$ cat src/design/pqra_pkg.sv
`timescale 1ns / 1ps
// shared types and constants for the packet queue redline admission block
// no dependencies

package pqra_pkg;

   localparam int QUEUE_DEPTH_DEF = 32;
   localparam int QBYTES_MAX      = 4194303;
   localparam int BYTE_LIMIT_RST  = 1024 * 1024;

   localparam int OP_W      = 2;
   localparam int HANDLE_W  = 16;
   localparam int SIZE_W    = 16;
   localparam int TIME_W    = 32;
   localparam int KIND_W    = 3;
   localparam int QBYTES_W  = 22;
   localparam int QCOUNT_W  = 11;
   localparam int CSR_IDX_W = 2;
   localparam int CSR_DAT_W = 24;
   localparam int BLIM_W    = 24;
   localparam int CLIM_W    = 11;
   localparam int ALIM_W    = 16;

   typedef enum logic [OP_W-1:0] {
      OP_PUSH  = 2'd0,
      OP_POP   = 2'd1,
      OP_PEEK  = 2'd2,
      OP_CLEAR = 2'd3
   } op_type;

   typedef enum logic [KIND_W-1:0] {
      KIND_RELEASED = 3'd0,
      KIND_ACCEPTED = 3'd1,
      KIND_REJECTED = 3'd2,
      KIND_POPPED   = 3'd3,
      KIND_IGNORED  = 3'd4,
      KIND_HEAD     = 3'd5,
      KIND_CLEARED  = 3'd6
   } kind_type;

   typedef enum logic [CSR_IDX_W-1:0] {
      REG_DROP_OLDEST = 2'd0,
      REG_BYTE_LIMIT  = 2'd1,
      REG_COUNT_LIMIT = 2'd2,
      REG_AGE_LIMIT   = 2'd3
   } reg_idx_type;

   typedef enum logic [2:0] {
      ST_IDLE,
      ST_FETCH,
      ST_AGE,
      ST_BYTES,
      ST_RELEASE,
      ST_EVICT,
      ST_FINAL
   } state_type;

   typedef struct packed {
      logic [HANDLE_W-1:0] handle;
      logic [SIZE_W-1:0]   bytes;
      logic [TIME_W-1:0]   arrival;
   } desc_type;

   typedef struct packed {
      logic              drop_oldest;
      logic [BLIM_W-1:0] byte_limit;
      logic [CLIM_W-1:0] count_limit;
      logic [ALIM_W-1:0] age_limit;
   } cfg_type;

   // shared unit: ((a + b + cin) mod 2^32) > c
   typedef struct packed {
      logic [31:0] a;
      logic [31:0] b;
      logic        cin;
      logic [31:0] c;
   } cmp_req_type;

endpackage

$ cat src/design/pqra_ring.sv
`timescale 1ns / 1ps
// descriptor ring memory, one write port and one registered read port
// depends on pqra_pkg

module pqra_ring
   import pqra_pkg::*;
#(
   parameter int QUEUE_DEPTH = QUEUE_DEPTH_DEF,
   localparam int IDX_W = $clog2(QUEUE_DEPTH)
) (
   input  logic             clock,
   input  logic             wr_en,
   input  logic [IDX_W-1:0] wr_addr,
   input  desc_type         wr_data,
   input  logic [IDX_W-1:0] rd_addr,
   output desc_type         rd_data
);

   desc_type mem [QUEUE_DEPTH];
   desc_type rd_ff;

   always_ff @(posedge clock) begin
      if (wr_en) begin
         mem[wr_addr] <= wr_data;
      end
      rd_ff <= mem[rd_addr];
   end

   assign rd_data = rd_ff;

endmodule

$ cat src/design/pqra_addcmp.sv
`timescale 1ns / 1ps
// shared add and compare unit used for the age test and the byte limit test
// depends on pqra_pkg

module pqra_addcmp
   import pqra_pkg::*;
(
   input  cmp_req_type req,
   output logic        gt
);

   logic [31:0] sum;

   assign sum = req.a + req.b + 32'(req.cin);
   assign gt  = sum > req.c;

endmodule

$ cat src/design/pqra_ctrl.sv
`timescale 1ns / 1ps
// sequencer, queue pointers and counters, result register
// depends on pqra_pkg, pqra_ring and pqra_addcmp

module pqra_ctrl
   import pqra_pkg::*;
#(
   parameter int QUEUE_DEPTH = QUEUE_DEPTH_DEF
) (
   input  logic                clock,
   input  logic                reset,
   input  cfg_type             cfg,
   input  logic                req_valid,
   output logic                req_stall,
   input  logic [OP_W-1:0]     req_op,
   input  logic [HANDLE_W-1:0] req_packet_handle,
   input  logic [SIZE_W-1:0]   req_payload_bytes,
   input  logic [TIME_W-1:0]   req_now_ms,
   output logic                rsp_valid,
   input  logic                rsp_stall,
   output logic [KIND_W-1:0]   rsp_kind,
   output logic [HANDLE_W-1:0] rsp_handle,
   output logic                rsp_head_valid,
   output logic [QBYTES_W-1:0] rsp_queued_bytes,
   output logic [QCOUNT_W-1:0] rsp_queued_count,
   output logic                rsp_last
);

   localparam int IDX_W = $clog2(QUEUE_DEPTH);
   localparam int CNT_W = $clog2(QUEUE_DEPTH + 1);
   localparam int TB_W  = SIZE_W + CNT_W;

   state_type state_ff, state_in;

   op_type              op_ff;
   logic [HANDLE_W-1:0] h_ff;
   logic [SIZE_W-1:0]   sz_ff;
   logic [TIME_W-1:0]   now_ff;
   logic                reject_ff, reject_in;

   logic [IDX_W-1:0] head_ff, head_in;
   logic [IDX_W-1:0] tail_ff, tail_in;
   logic [CNT_W-1:0] count_ff, count_in;
   logic [TB_W-1:0]  total_ff, total_in;

   logic                rsp_valid_ff, rsp_valid_in;
   kind_type            kind_ff, kind_in;
   logic [HANDLE_W-1:0] handle_ff, handle_in;
   logic                hv_ff;
   logic [QBYTES_W-1:0] qbytes_ff;
   logic [QCOUNT_W-1:0] qcount_ff;
   logic                last_ff, last_in;

   desc_type    rd_desc;
   desc_type    wr_desc;
   cmp_req_type cmp_req;
   logic        cmp_gt;

   logic out_free, nonempty, full, pop_hit;
   logic take, emit, remove, append, clear;

   assign out_free = !rsp_valid_ff || !rsp_stall;
   assign nonempty = count_ff != '0;
   assign full     = count_ff == CNT_W'(QUEUE_DEPTH);
   assign pop_hit  = nonempty && (rd_desc.handle == h_ff);
   assign wr_desc  = '{handle: h_ff, bytes: sz_ff, arrival: now_ff};

   pqra_ring #(.QUEUE_DEPTH(QUEUE_DEPTH)) u_ring (
      .clock   (clock),
      .wr_en   (append),
      .wr_addr (tail_ff),
      .wr_data (wr_desc),
      .rd_addr (head_ff),
      .rd_data (rd_desc)
   );

   pqra_addcmp u_cmp (
      .req (cmp_req),
      .gt  (cmp_gt)
   );

   // next state
   always_comb begin
      state_in = state_ff;
      unique case (state_ff)
         ST_IDLE: begin
            if (req_valid) begin
               state_in = (op_type'(req_op) == OP_CLEAR) ? ST_FINAL : ST_FETCH;
            end
         end
         ST_FETCH: begin
            if (op_ff == OP_PUSH) begin
               if (nonempty && (cfg.drop_oldest || cfg.age_limit != '0)) begin
                  state_in = ST_AGE;
               end else begin
                  state_in = ST_BYTES;
               end
            end else begin
               state_in = ST_FINAL;
            end
         end
         ST_AGE: begin
            state_in = cmp_gt ? ST_RELEASE : ST_BYTES;
         end
         ST_BYTES: begin
            priority if (cfg.drop_oldest && nonempty && cmp_gt) begin
               state_in = ST_RELEASE;
            end else if (cfg.drop_oldest && full) begin
               state_in = ST_EVICT;
            end else begin
               state_in = ST_FINAL;
            end
         end
         ST_RELEASE: begin
            if (out_free) state_in = ST_FETCH;
         end
         ST_EVICT: begin
            if (out_free) state_in = ST_FINAL;
         end
         ST_FINAL: begin
            if (out_free) state_in = ST_IDLE;
         end
         default: state_in = ST_IDLE;
      endcase
   end

   // sequencer outputs
   always_comb begin
      take    = 1'b0;
      emit    = 1'b0;
      remove  = 1'b0;
      append  = 1'b0;
      clear   = 1'b0;
      cmp_req = '{a: 32'(total_ff), b: 32'(sz_ff), cin: 1'b0, c: 32'(cfg.byte_limit)};
      kind_in   = KIND_RELEASED;
      handle_in = rd_desc.handle;
      last_in   = 1'b0;
      unique case (state_ff)
         ST_IDLE: begin
            take = req_valid;
         end
         ST_AGE: begin
            cmp_req = '{a: now_ff, b: ~rd_desc.arrival, cin: 1'b1, c: 32'(cfg.age_limit)};
         end
         ST_RELEASE, ST_EVICT: begin
            emit   = out_free;
            remove = out_free;
         end
         ST_FINAL: begin
            emit    = out_free;
            last_in = 1'b1;
            unique case (op_ff)
               OP_PUSH: begin
                  append    = out_free && !reject_ff;
                  kind_in   = reject_ff ? KIND_REJECTED : KIND_ACCEPTED;
                  handle_in = h_ff;
               end
               OP_POP: begin
                  remove    = out_free && pop_hit;
                  kind_in   = pop_hit ? KIND_POPPED : KIND_IGNORED;
                  handle_in = pop_hit ? rd_desc.handle : h_ff;
               end
               OP_PEEK: begin
                  kind_in   = KIND_HEAD;
                  handle_in = nonempty ? rd_desc.handle : '0;
               end
               OP_CLEAR: begin
                  clear     = out_free;
                  kind_in   = KIND_CLEARED;
                  handle_in = '0;
               end
               default: kind_in = KIND_CLEARED;
            endcase
         end
         default: begin
            take = 1'b0;
         end
      endcase
   end

   // reject decision
   always_comb begin
      reject_in = reject_ff;
      if (state_ff == ST_BYTES) begin
         reject_in = !cfg.drop_oldest &&
                     ((nonempty && (cmp_gt || (cfg.count_limit != '0 &&
                       CLIM_W'(count_ff) >= cfg.count_limit))) || full);
      end
   end

   // queue bookkeeping
   always_comb begin
      head_in  = head_ff;
      tail_in  = tail_ff;
      count_in = count_ff;
      total_in = total_ff;
      priority if (clear) begin
         head_in  = '0;
         tail_in  = '0;
         count_in = '0;
         total_in = '0;
      end else if (remove) begin
         head_in  = (head_ff == IDX_W'(QUEUE_DEPTH - 1)) ? '0 : head_ff + 1'b1;
         count_in = count_ff - 1'b1;
         total_in = total_ff - TB_W'(rd_desc.bytes);
      end else if (append) begin
         tail_in  = (tail_ff == IDX_W'(QUEUE_DEPTH - 1)) ? '0 : tail_ff + 1'b1;
         count_in = count_ff + 1'b1;
         total_in = total_ff + TB_W'(sz_ff);
      end
   end

   always_comb begin
      rsp_valid_in = rsp_valid_ff;
      if (emit) begin
         rsp_valid_in = 1'b1;
      end else if (!rsp_stall) begin
         rsp_valid_in = 1'b0;
      end
   end

   always_ff @(posedge clock) begin
      if (reset) begin
         state_ff     <= ST_IDLE;
         head_ff      <= '0;
         tail_ff      <= '0;
         count_ff     <= '0;
         total_ff     <= '0;
         rsp_valid_ff <= 1'b0;
         reject_ff    <= 1'b0;
      end else begin
         state_ff     <= state_in;
         head_ff      <= head_in;
         tail_ff      <= tail_in;
         count_ff     <= count_in;
         total_ff     <= total_in;
         rsp_valid_ff <= rsp_valid_in;
         reject_ff    <= reject_in;
      end
   end

   always_ff @(posedge clock) begin
      if (take) begin
         op_ff  <= op_type'(req_op);
         h_ff   <= req_packet_handle;
         sz_ff  <= req_payload_bytes;
         now_ff <= req_now_ms;
      end
      if (emit) begin
         kind_ff   <= kind_in;
         handle_ff <= handle_in;
         last_ff   <= last_in;
         hv_ff     <= count_in != '0;
         qbytes_ff <= (32'(total_in) > 32'(QBYTES_MAX)) ? QBYTES_W'(QBYTES_MAX)
                                                        : QBYTES_W'(total_in);
         qcount_ff <= QCOUNT_W'(count_in);
      end
   end

   assign req_stall        = state_ff != ST_IDLE;
   assign rsp_valid        = rsp_valid_ff;
   assign rsp_kind         = kind_ff;
   assign rsp_handle       = handle_ff;
   assign rsp_head_valid   = hv_ff;
   assign rsp_queued_bytes = qbytes_ff;
   assign rsp_queued_count = qcount_ff;
   assign rsp_last         = last_ff;

endmodule

$ cat src/design/packet_queue_redline_admission.sv
`timescale 1ns / 1ps
// top level of the packet queue redline admission block: config registers and core
// depends on pqra_pkg and pqra_ctrl

// One request at a time. A clear goes straight to its result; a pop or peek first reads
// the head descriptor, and a push reads the head, tests the head age when it is tested
// (age limit set or drop-oldest mode, queue not empty), then tests the byte limit. Every
// head entry released on the way repeats the head read and the tests, and the eviction
// from a full store in drop-oldest mode adds one more result. The sequence is shaped by
// the registered read of the descriptor ring and by the single add-compare unit, which
// runs the age test and the byte limit test in separate cycles. Results leave through an
// output register, so a stalled result only holds up the next step that emits a result.
// The ring needs no clearing pass after reset.
module packet_queue_redline_admission
   import pqra_pkg::*;
#(
   parameter int QUEUE_DEPTH = QUEUE_DEPTH_DEF
) (
   input  logic                 clock,
   input  logic                 reset,
   input  logic                 req_valid,
   output logic                 req_stall,
   input  logic [OP_W-1:0]      req_op,
   input  logic [HANDLE_W-1:0]  req_packet_handle,
   input  logic [SIZE_W-1:0]    req_payload_bytes,
   input  logic [TIME_W-1:0]    req_now_ms,
   output logic                 rsp_valid,
   input  logic                 rsp_stall,
   output logic [KIND_W-1:0]    rsp_kind,
   output logic [HANDLE_W-1:0]  rsp_handle,
   output logic                 rsp_head_valid,
   output logic [QBYTES_W-1:0]  rsp_queued_bytes,
   output logic [QCOUNT_W-1:0]  rsp_queued_count,
   output logic                 rsp_last,
   input  logic                 csr_valid,
   output logic                 csr_ready,
   input  logic [CSR_IDX_W-1:0] csr_index,
   input  logic [CSR_DAT_W-1:0] csr_wdata
);

   cfg_type cfg_ff, cfg_in;

   assign csr_ready = 1'b1;

   always_comb begin
      cfg_in = cfg_ff;
      if (csr_valid && csr_ready) begin
         unique case (reg_idx_type'(csr_index))
            REG_DROP_OLDEST: cfg_in.drop_oldest = csr_wdata[0];
            REG_BYTE_LIMIT:  cfg_in.byte_limit  = csr_wdata[BLIM_W-1:0];
            REG_COUNT_LIMIT: cfg_in.count_limit = csr_wdata[CLIM_W-1:0];
            REG_AGE_LIMIT:   cfg_in.age_limit   = csr_wdata[ALIM_W-1:0];
            default:         cfg_in = cfg_ff;
         endcase
      end
   end

   always_ff @(posedge clock) begin
      if (reset) begin
         cfg_ff <= '{drop_oldest: 1'b0, byte_limit: BLIM_W'(BYTE_LIMIT_RST),
                     count_limit: '0, age_limit: '0};
      end else begin
         cfg_ff <= cfg_in;
      end
   end

   pqra_ctrl #(.QUEUE_DEPTH(QUEUE_DEPTH)) u_ctrl (
      .clock             (clock),
      .reset             (reset),
      .cfg               (cfg_ff),
      .req_valid         (req_valid),
      .req_stall         (req_stall),
      .req_op            (req_op),
      .req_packet_handle (req_packet_handle),
      .req_payload_bytes (req_payload_bytes),
      .req_now_ms        (req_now_ms),
      .rsp_valid         (rsp_valid),
      .rsp_stall         (rsp_stall),
      .rsp_kind          (rsp_kind),
      .rsp_handle        (rsp_handle),
      .rsp_head_valid    (rsp_head_valid),
      .rsp_queued_bytes  (rsp_queued_bytes),
      .rsp_queued_count  (rsp_queued_count),
      .rsp_last          (rsp_last)
   );

   a_count_bound: assert property (@(posedge clock) disable iff (reset)
      rsp_valid |-> rsp_queued_count <= QCOUNT_W'(QUEUE_DEPTH))
      else $error("queued count beyond depth");

   a_head_valid: assert property (@(posedge clock) disable iff (reset)
      rsp_valid |-> rsp_head_valid == (rsp_queued_count != '0))
      else $error("head valid disagrees with count");

   a_release_not_last: assert property (@(posedge clock) disable iff (reset)
      rsp_valid && !rsp_last |-> rsp_kind == KIND_RELEASED)
      else $error("non-final result is not a release");

   a_busy_after_take: assert property (@(posedge clock) disable iff (reset)
      req_valid && !req_stall |=> req_stall)
      else $error("request taken while previous one in flight");

endmodule

$ cat config.mk
export PLATFORM = sky130hd
export DESIGN_NAME = packet_queue_redline_admission
export DESIGN_NICKNAME = d
export VERILOG_FILES = /design/src/design/pqra_pkg.sv /design/src/design/pqra_ring.sv /design/src/design/pqra_addcmp.sv /design/src/design/pqra_ctrl.sv /design/src/design/packet_queue_redline_admission.sv
export SDC_FILE = /design/constraint.sdc
export NUM_CORES = 2
export LEC_CHECK = 0
export ABC_CLOCK_PERIOD_IN_PS = 6300
export BUFFER_PORTS_ARGS = -buffer_cell sky130_fd_sc_hd__buf_4
export CAP_MARGIN = 5
export CORE_ASPECT_RATIO = 0.8
export CORE_MARGIN = 5
export CORE_UTILIZATION = 56
export DETAILED_ROUTE_END_ITERATION = 16
export GPL_TIMING_DRIVEN = 0
export PLACE_DENSITY = 0.72
export SLEW_MARGIN = 0
export SYNTH_ARGS = -nofsm -noshare
export SYNTH_HDL_FRONTEND = slang
export SYNTH_SLANG_ARGS = --single-unit
$ cat constraint.sdc
create_clock -name clock -period 6.3 [get_ports clock]
set_input_delay 0 -clock clock [delete_from_list [all_inputs] [get_ports clock]]
set_output_delay 0 -clock clock [all_outputs]
set_load 0.02 [all_outputs]
==> results.rst <==
.. list-table::
   :header-rows: 1

   * - Metric
     - Value
   * - Total of warnings raised by yosys
     - 0
   * - Maximum fanout along the worst path
     - 34
   * - Post-Place Worst Slack
     - -0.5727 ns
   * - Largest delay share family, worst path
     - compound AO/OA/AOI/OAI gates
   * - Worst-Skew Late Latency
     - ~0.85 ns
   * - Time the final worst path needs with I/O delays and setup
     - around 6 ns
   * - Area contributors post-synth
     - edfxtp_1 71%, mux4_2 16%, dfxtp_1 3.5%
   * - Multi-input gate area
     - ~23,000 µm²
   * - FFs w/ async S/R, synth
     - 0%
   * - Drt first pass iters
     - 9
   * - Total number of clock tree sinks
     - roughly 2.3k
   * - Die X-Extent
     - 462.1 µm
   * - Post-route antenna net violation count
     - 0
   * - Most frequent CP cell
     - a21o_1
   * - Antenna violations before repair
     - 10
   * - Boundary Pins
     - roughly 150
   * - Worst flop-to-flop path startpoint
     - u_ctrl.sz_ff[10]
   * - Worst Hold Path EP
     - cfg_ff[38]
   * - Via count of the first global-routing pass
     - about 48k
   * - Register cell area after layout
     - between 60,000 and 70,000 µm²
   * - Total wirelength of the detailed-routed design
     - between 200 and 300 mm
   * - Pwr dens
     - between 300 and 400 nW/µm²
   * - Total stage count of the critical path
     - 23
   * - Number of H-tree branching levels
     - 4
   * - First element of the critical path
     - u_ctrl.sz_ff[10]
   * - Worst min-delay path class
     - input port to flop
   * - Cell row count
     - 132
   * - DRC viols
     - 0
   * - Synthesized flop and latch total
     - 2,322
   * - Startpoint of the tightest hold check path
     - csr_wdata[11]
   * - Sequential-to-total area share from yosys stat
     - 74.41%
   * - Via count
     - between 40k and 50k
   * - List of most frequent post-synthesis cells
     - 2,163 x edfxtp_1, 640 x mux4_2, 252 x nand2_1
   * - Clock transition at path regs
     - ~0.060 ns
   * - Pleak
     - approximately 0.034 µW
   * - Wire length of the first global-routing pass
     - about 350 mm
   * - Clk_skew
     - roughly 0.045 ns
   * - Number of fill cells
     - 10.30k
   * - Total global routing track utilization
     - 29.29%
   * - Gpl congestion
     - between 0.9 and 1
   * - Setup CP Type
     - flop to flop
   * - CTS Buffer Depth
     - 3
   * - Most numerous cell in the Yosys netlist
     - edfxtp_1
   * - Starting density of the core
     - 56.46%
   * - Dominant register cell in the synthesized netlist
     - edfxtp_1
   * - Number of maximum-capacitance constraint violations
     - 0
   * - Number of cells on the worst hold path
     - 4
   * - Vias per cell
     - between 6 and 7
   * - Total gr overflow
     - 0
   * - Highest attainable clock frequency
     - 166.8 MHz
   * - P&R area growth vs syn
     - 16.90%
   * - Initial detailed-routing violation count
     - ~7.8k
   * - Number of failing setup endpoints in the final timing report
     - 0
   * - Number of max-slew violations in the final report
     - 0
   * - Number of cells in the design after placement
     - about 7k
   * - Count of nets after finishing
     - approximately 5.3k
   * - Core outline area
     - ~160,000 µm²
   * - Die Span Y
     - 371.7 µm
   * - Setup total negative slack
     - 0 ns
   * - Final Worst Setup Slack
     - slightly above 0.3 ns
   * - Crit path cell chain
     - nand2_1, o21ai_0, ha_1, and3_1, a31o_1, nor2_1, a21oi_2, or2_1, buf_2, a21o_2, a21oi_1, xnor2_1, ha_1, a21o_1, a21o_1, a21oi_1, o21ai_1, a2111oi_2, o32a_1, and4_1, nand4_4, a21o_1, a31oi_1
   * - EDFF count, synth
     - 2,163
   * - Run status
     - finished clean
   * - Hpwl dp
     - 164.6 mm
   * - Number of hold violations in the final report
     - 0
   * - Slowest CP cell
     - edfxtp_1
   * - Worst EP required
     - 7.04 ns
   * - Leading area contributor after synthesis
     - edfxtp_1
   * - Endpoint type of the worst setup path
     - flop
   * - Arrival time of the worst setup path
     - a little under 7 ns
   * - Depth of the worst register-to-register path
     - 23
   * - Number of instances in the synthesized netlist
     - between 4k and 5k
   * - Number of buffers and inverters on the critical path
     - 1
   * - Reg2reg end
     - u_ctrl.state_ff[0]
   * - Pin count of the biggest net entering global routing
     - 36
   * - Worst reg2reg setup slack
     - roughly 0.30 ns
   * - # port buffers
     - ~150
   * - Fraction of layout instances using a drive strength above 1
     - 26.36%
   * - Non-filler cells in the finished layout
     - approximately 7.5k
   * - Final worst path period share
     - between 90% and 100%
   * - CTS Root Buffer Type
     - clkbuf_16
   * - Worst IR drop on VDD
     - about 0.38 mV
   * - Final core occ
     - roughly 66%
   * - Distinct cells, synth
     - 86
   * - Post-Syn Area
     - about 92,000 µm²
   * - CTS tree
     - done
   * - Fraction of synthesized cell area taken by the top area cell type
     - between 70% and 80%
   * - Floorplan die area
     - approximately 170,000 µm²
   * - Average routed wire per standard cell
     - 33.54 µm
   * - Largest incremental delay on the critical path
     - 1.20 ns
   * - Cts bufs inserted
     - about 210
   * - Nature of the critical path startpoint
     - flop
   * - Transition time of the tightest slew-check pin
     - 1.463 ns
   * - Headroom to the max-slew limit
     - roughly 2.5%
   * - Post-Synthesis Mean Instance Area
     - 20.59 µm²
-- worst register-to-register path: cells and delay by family, from the launching register on --
kind	cells	cell delay, ns
DFF	1	1.20
xor gates and xnor gates	1	0.09
and+or+nand+nor	6	1.24
buffers and inverters	1	0.16
adders and majority gates	2	0.58
AOI/OAI and AO/OA	13	2.67
-- where the power goes --
part	internal (µW)	leakage, µW	switching (µW)
clock network	6820	0.00327	5670
logic	3860	0.00995	4870
registers	18500	0.0208	1410
total	29200	0.0340	12000
-- per-layer routing --
metal  GRT usage [%]  wire length (µm)  vias up
met5               0                 0        -
met4           7.452              6175        0
met3           8.735             35420      391
met2           43.32            112000     3621
met1           43.52             97140    25710
li1                -                 -    19770
-- final cells by class --
class / count / area share [%]
Antenna cell: 9 / 0.02104
Timing Repair Buffer: 474 / 5.315
Sequential cell: 2322 / 63.65
Tap cell: 2144 / 2.506
Buffer: 226 / 0.8673
Multi-Input combinational cell: 1851 / 21.16
Inverter: 52 / 0.1870
Clock buffer: 277 / 5.405
Clock inverter: 121 / 0.8883
-- what timing repair did --
item                                   CTS  global route
setup endpoints to repair                4             4
pin swaps                                0             1
setup buffers                            0            13
endpoints found under the hold margin  187             0
resized for setup                       15            20
hold buffers                           198             0
-- cells in the final DEF, fill, tap and decap left out, drive strengths merged, types with 22 or more instances in the layout --
cell / instances
inv: 57
a21oi: 145
mux4: 640
nor3: 30
mux2: 64
nor2: 132
xor2: 31
buf: 341
clkinv: 94
ha: 101
edfxtp: 2163
dfxtp: 159
nand4: 22
clkbuf: 438
dlygate4sd3: 198
o21ai: 68
a21o: 43
nand2: 252
xnor2: 43
nand3: 22
-- per-stage QoR --
step,hold WS (ns),total power [µW],area [µm²]
after detailed placement,0.1795,28520,97880
after global placement,0.1779,27990,95360
after global routing,0.03774,42680,107000
after floorplan,0.09887,25310,91590
after CTS,0.004606,41000,106600
final,0.05088,41170,107000
-- cells by family (layout without fill, tap and decap cells) --
group,count (synthesis),count (layout),synth area share (%)
fa+ha+maj,105,105,1.467
other cells,2,15,0.008201
buf+inv,278,1150,1.196
flops,2322,2322,74.41
simple gates,572,572,2.861
compound gates,372,372,2.628
xor+xnor,74,74,0.7078
mux,722,722,16.72
-- flip-flops by register name, indices dropped and copies added, names as in the netlist, 3 cells and up --
| register | count |
|---|---|
| cfg_ff | 52 |
| u_ctrl.count_ff | 6 |
| u_ctrl.h_ff | 16 |
| u_ctrl.head_ff | 5 |
| u_ctrl.now_ff | 32 |
| u_ctrl.rsp_handle | 16 |
| u_ctrl.rsp_kind | 3 |
| u_ctrl.rsp_queued_bytes | 22 |
| u_ctrl.rsp_queued_count | 6 |
| u_ctrl.state_ff | 3 |
| u_ctrl.sz_ff | 16 |
| u_ctrl.tail_ff | 5 |
| u_ctrl.total_ff | 22 |
| u_ctrl.u_ring.mem | 2048 |
| u_ctrl.u_ring.rd_data | 64 |
-- worst max-delay path by stage --
stage / to
floorplan: u_ctrl.u_ring.mem[29][0]
global placement: u_ctrl.u_ring.mem[8][61]
detailed placement: u_ctrl.state_ff[0]
CTS: u_ctrl.state_ff[0]
global route: u_ctrl.state_ff[0]
finish: u_ctrl.state_ff[0]
Note: power is estimated with default switching activity, not from simulation.
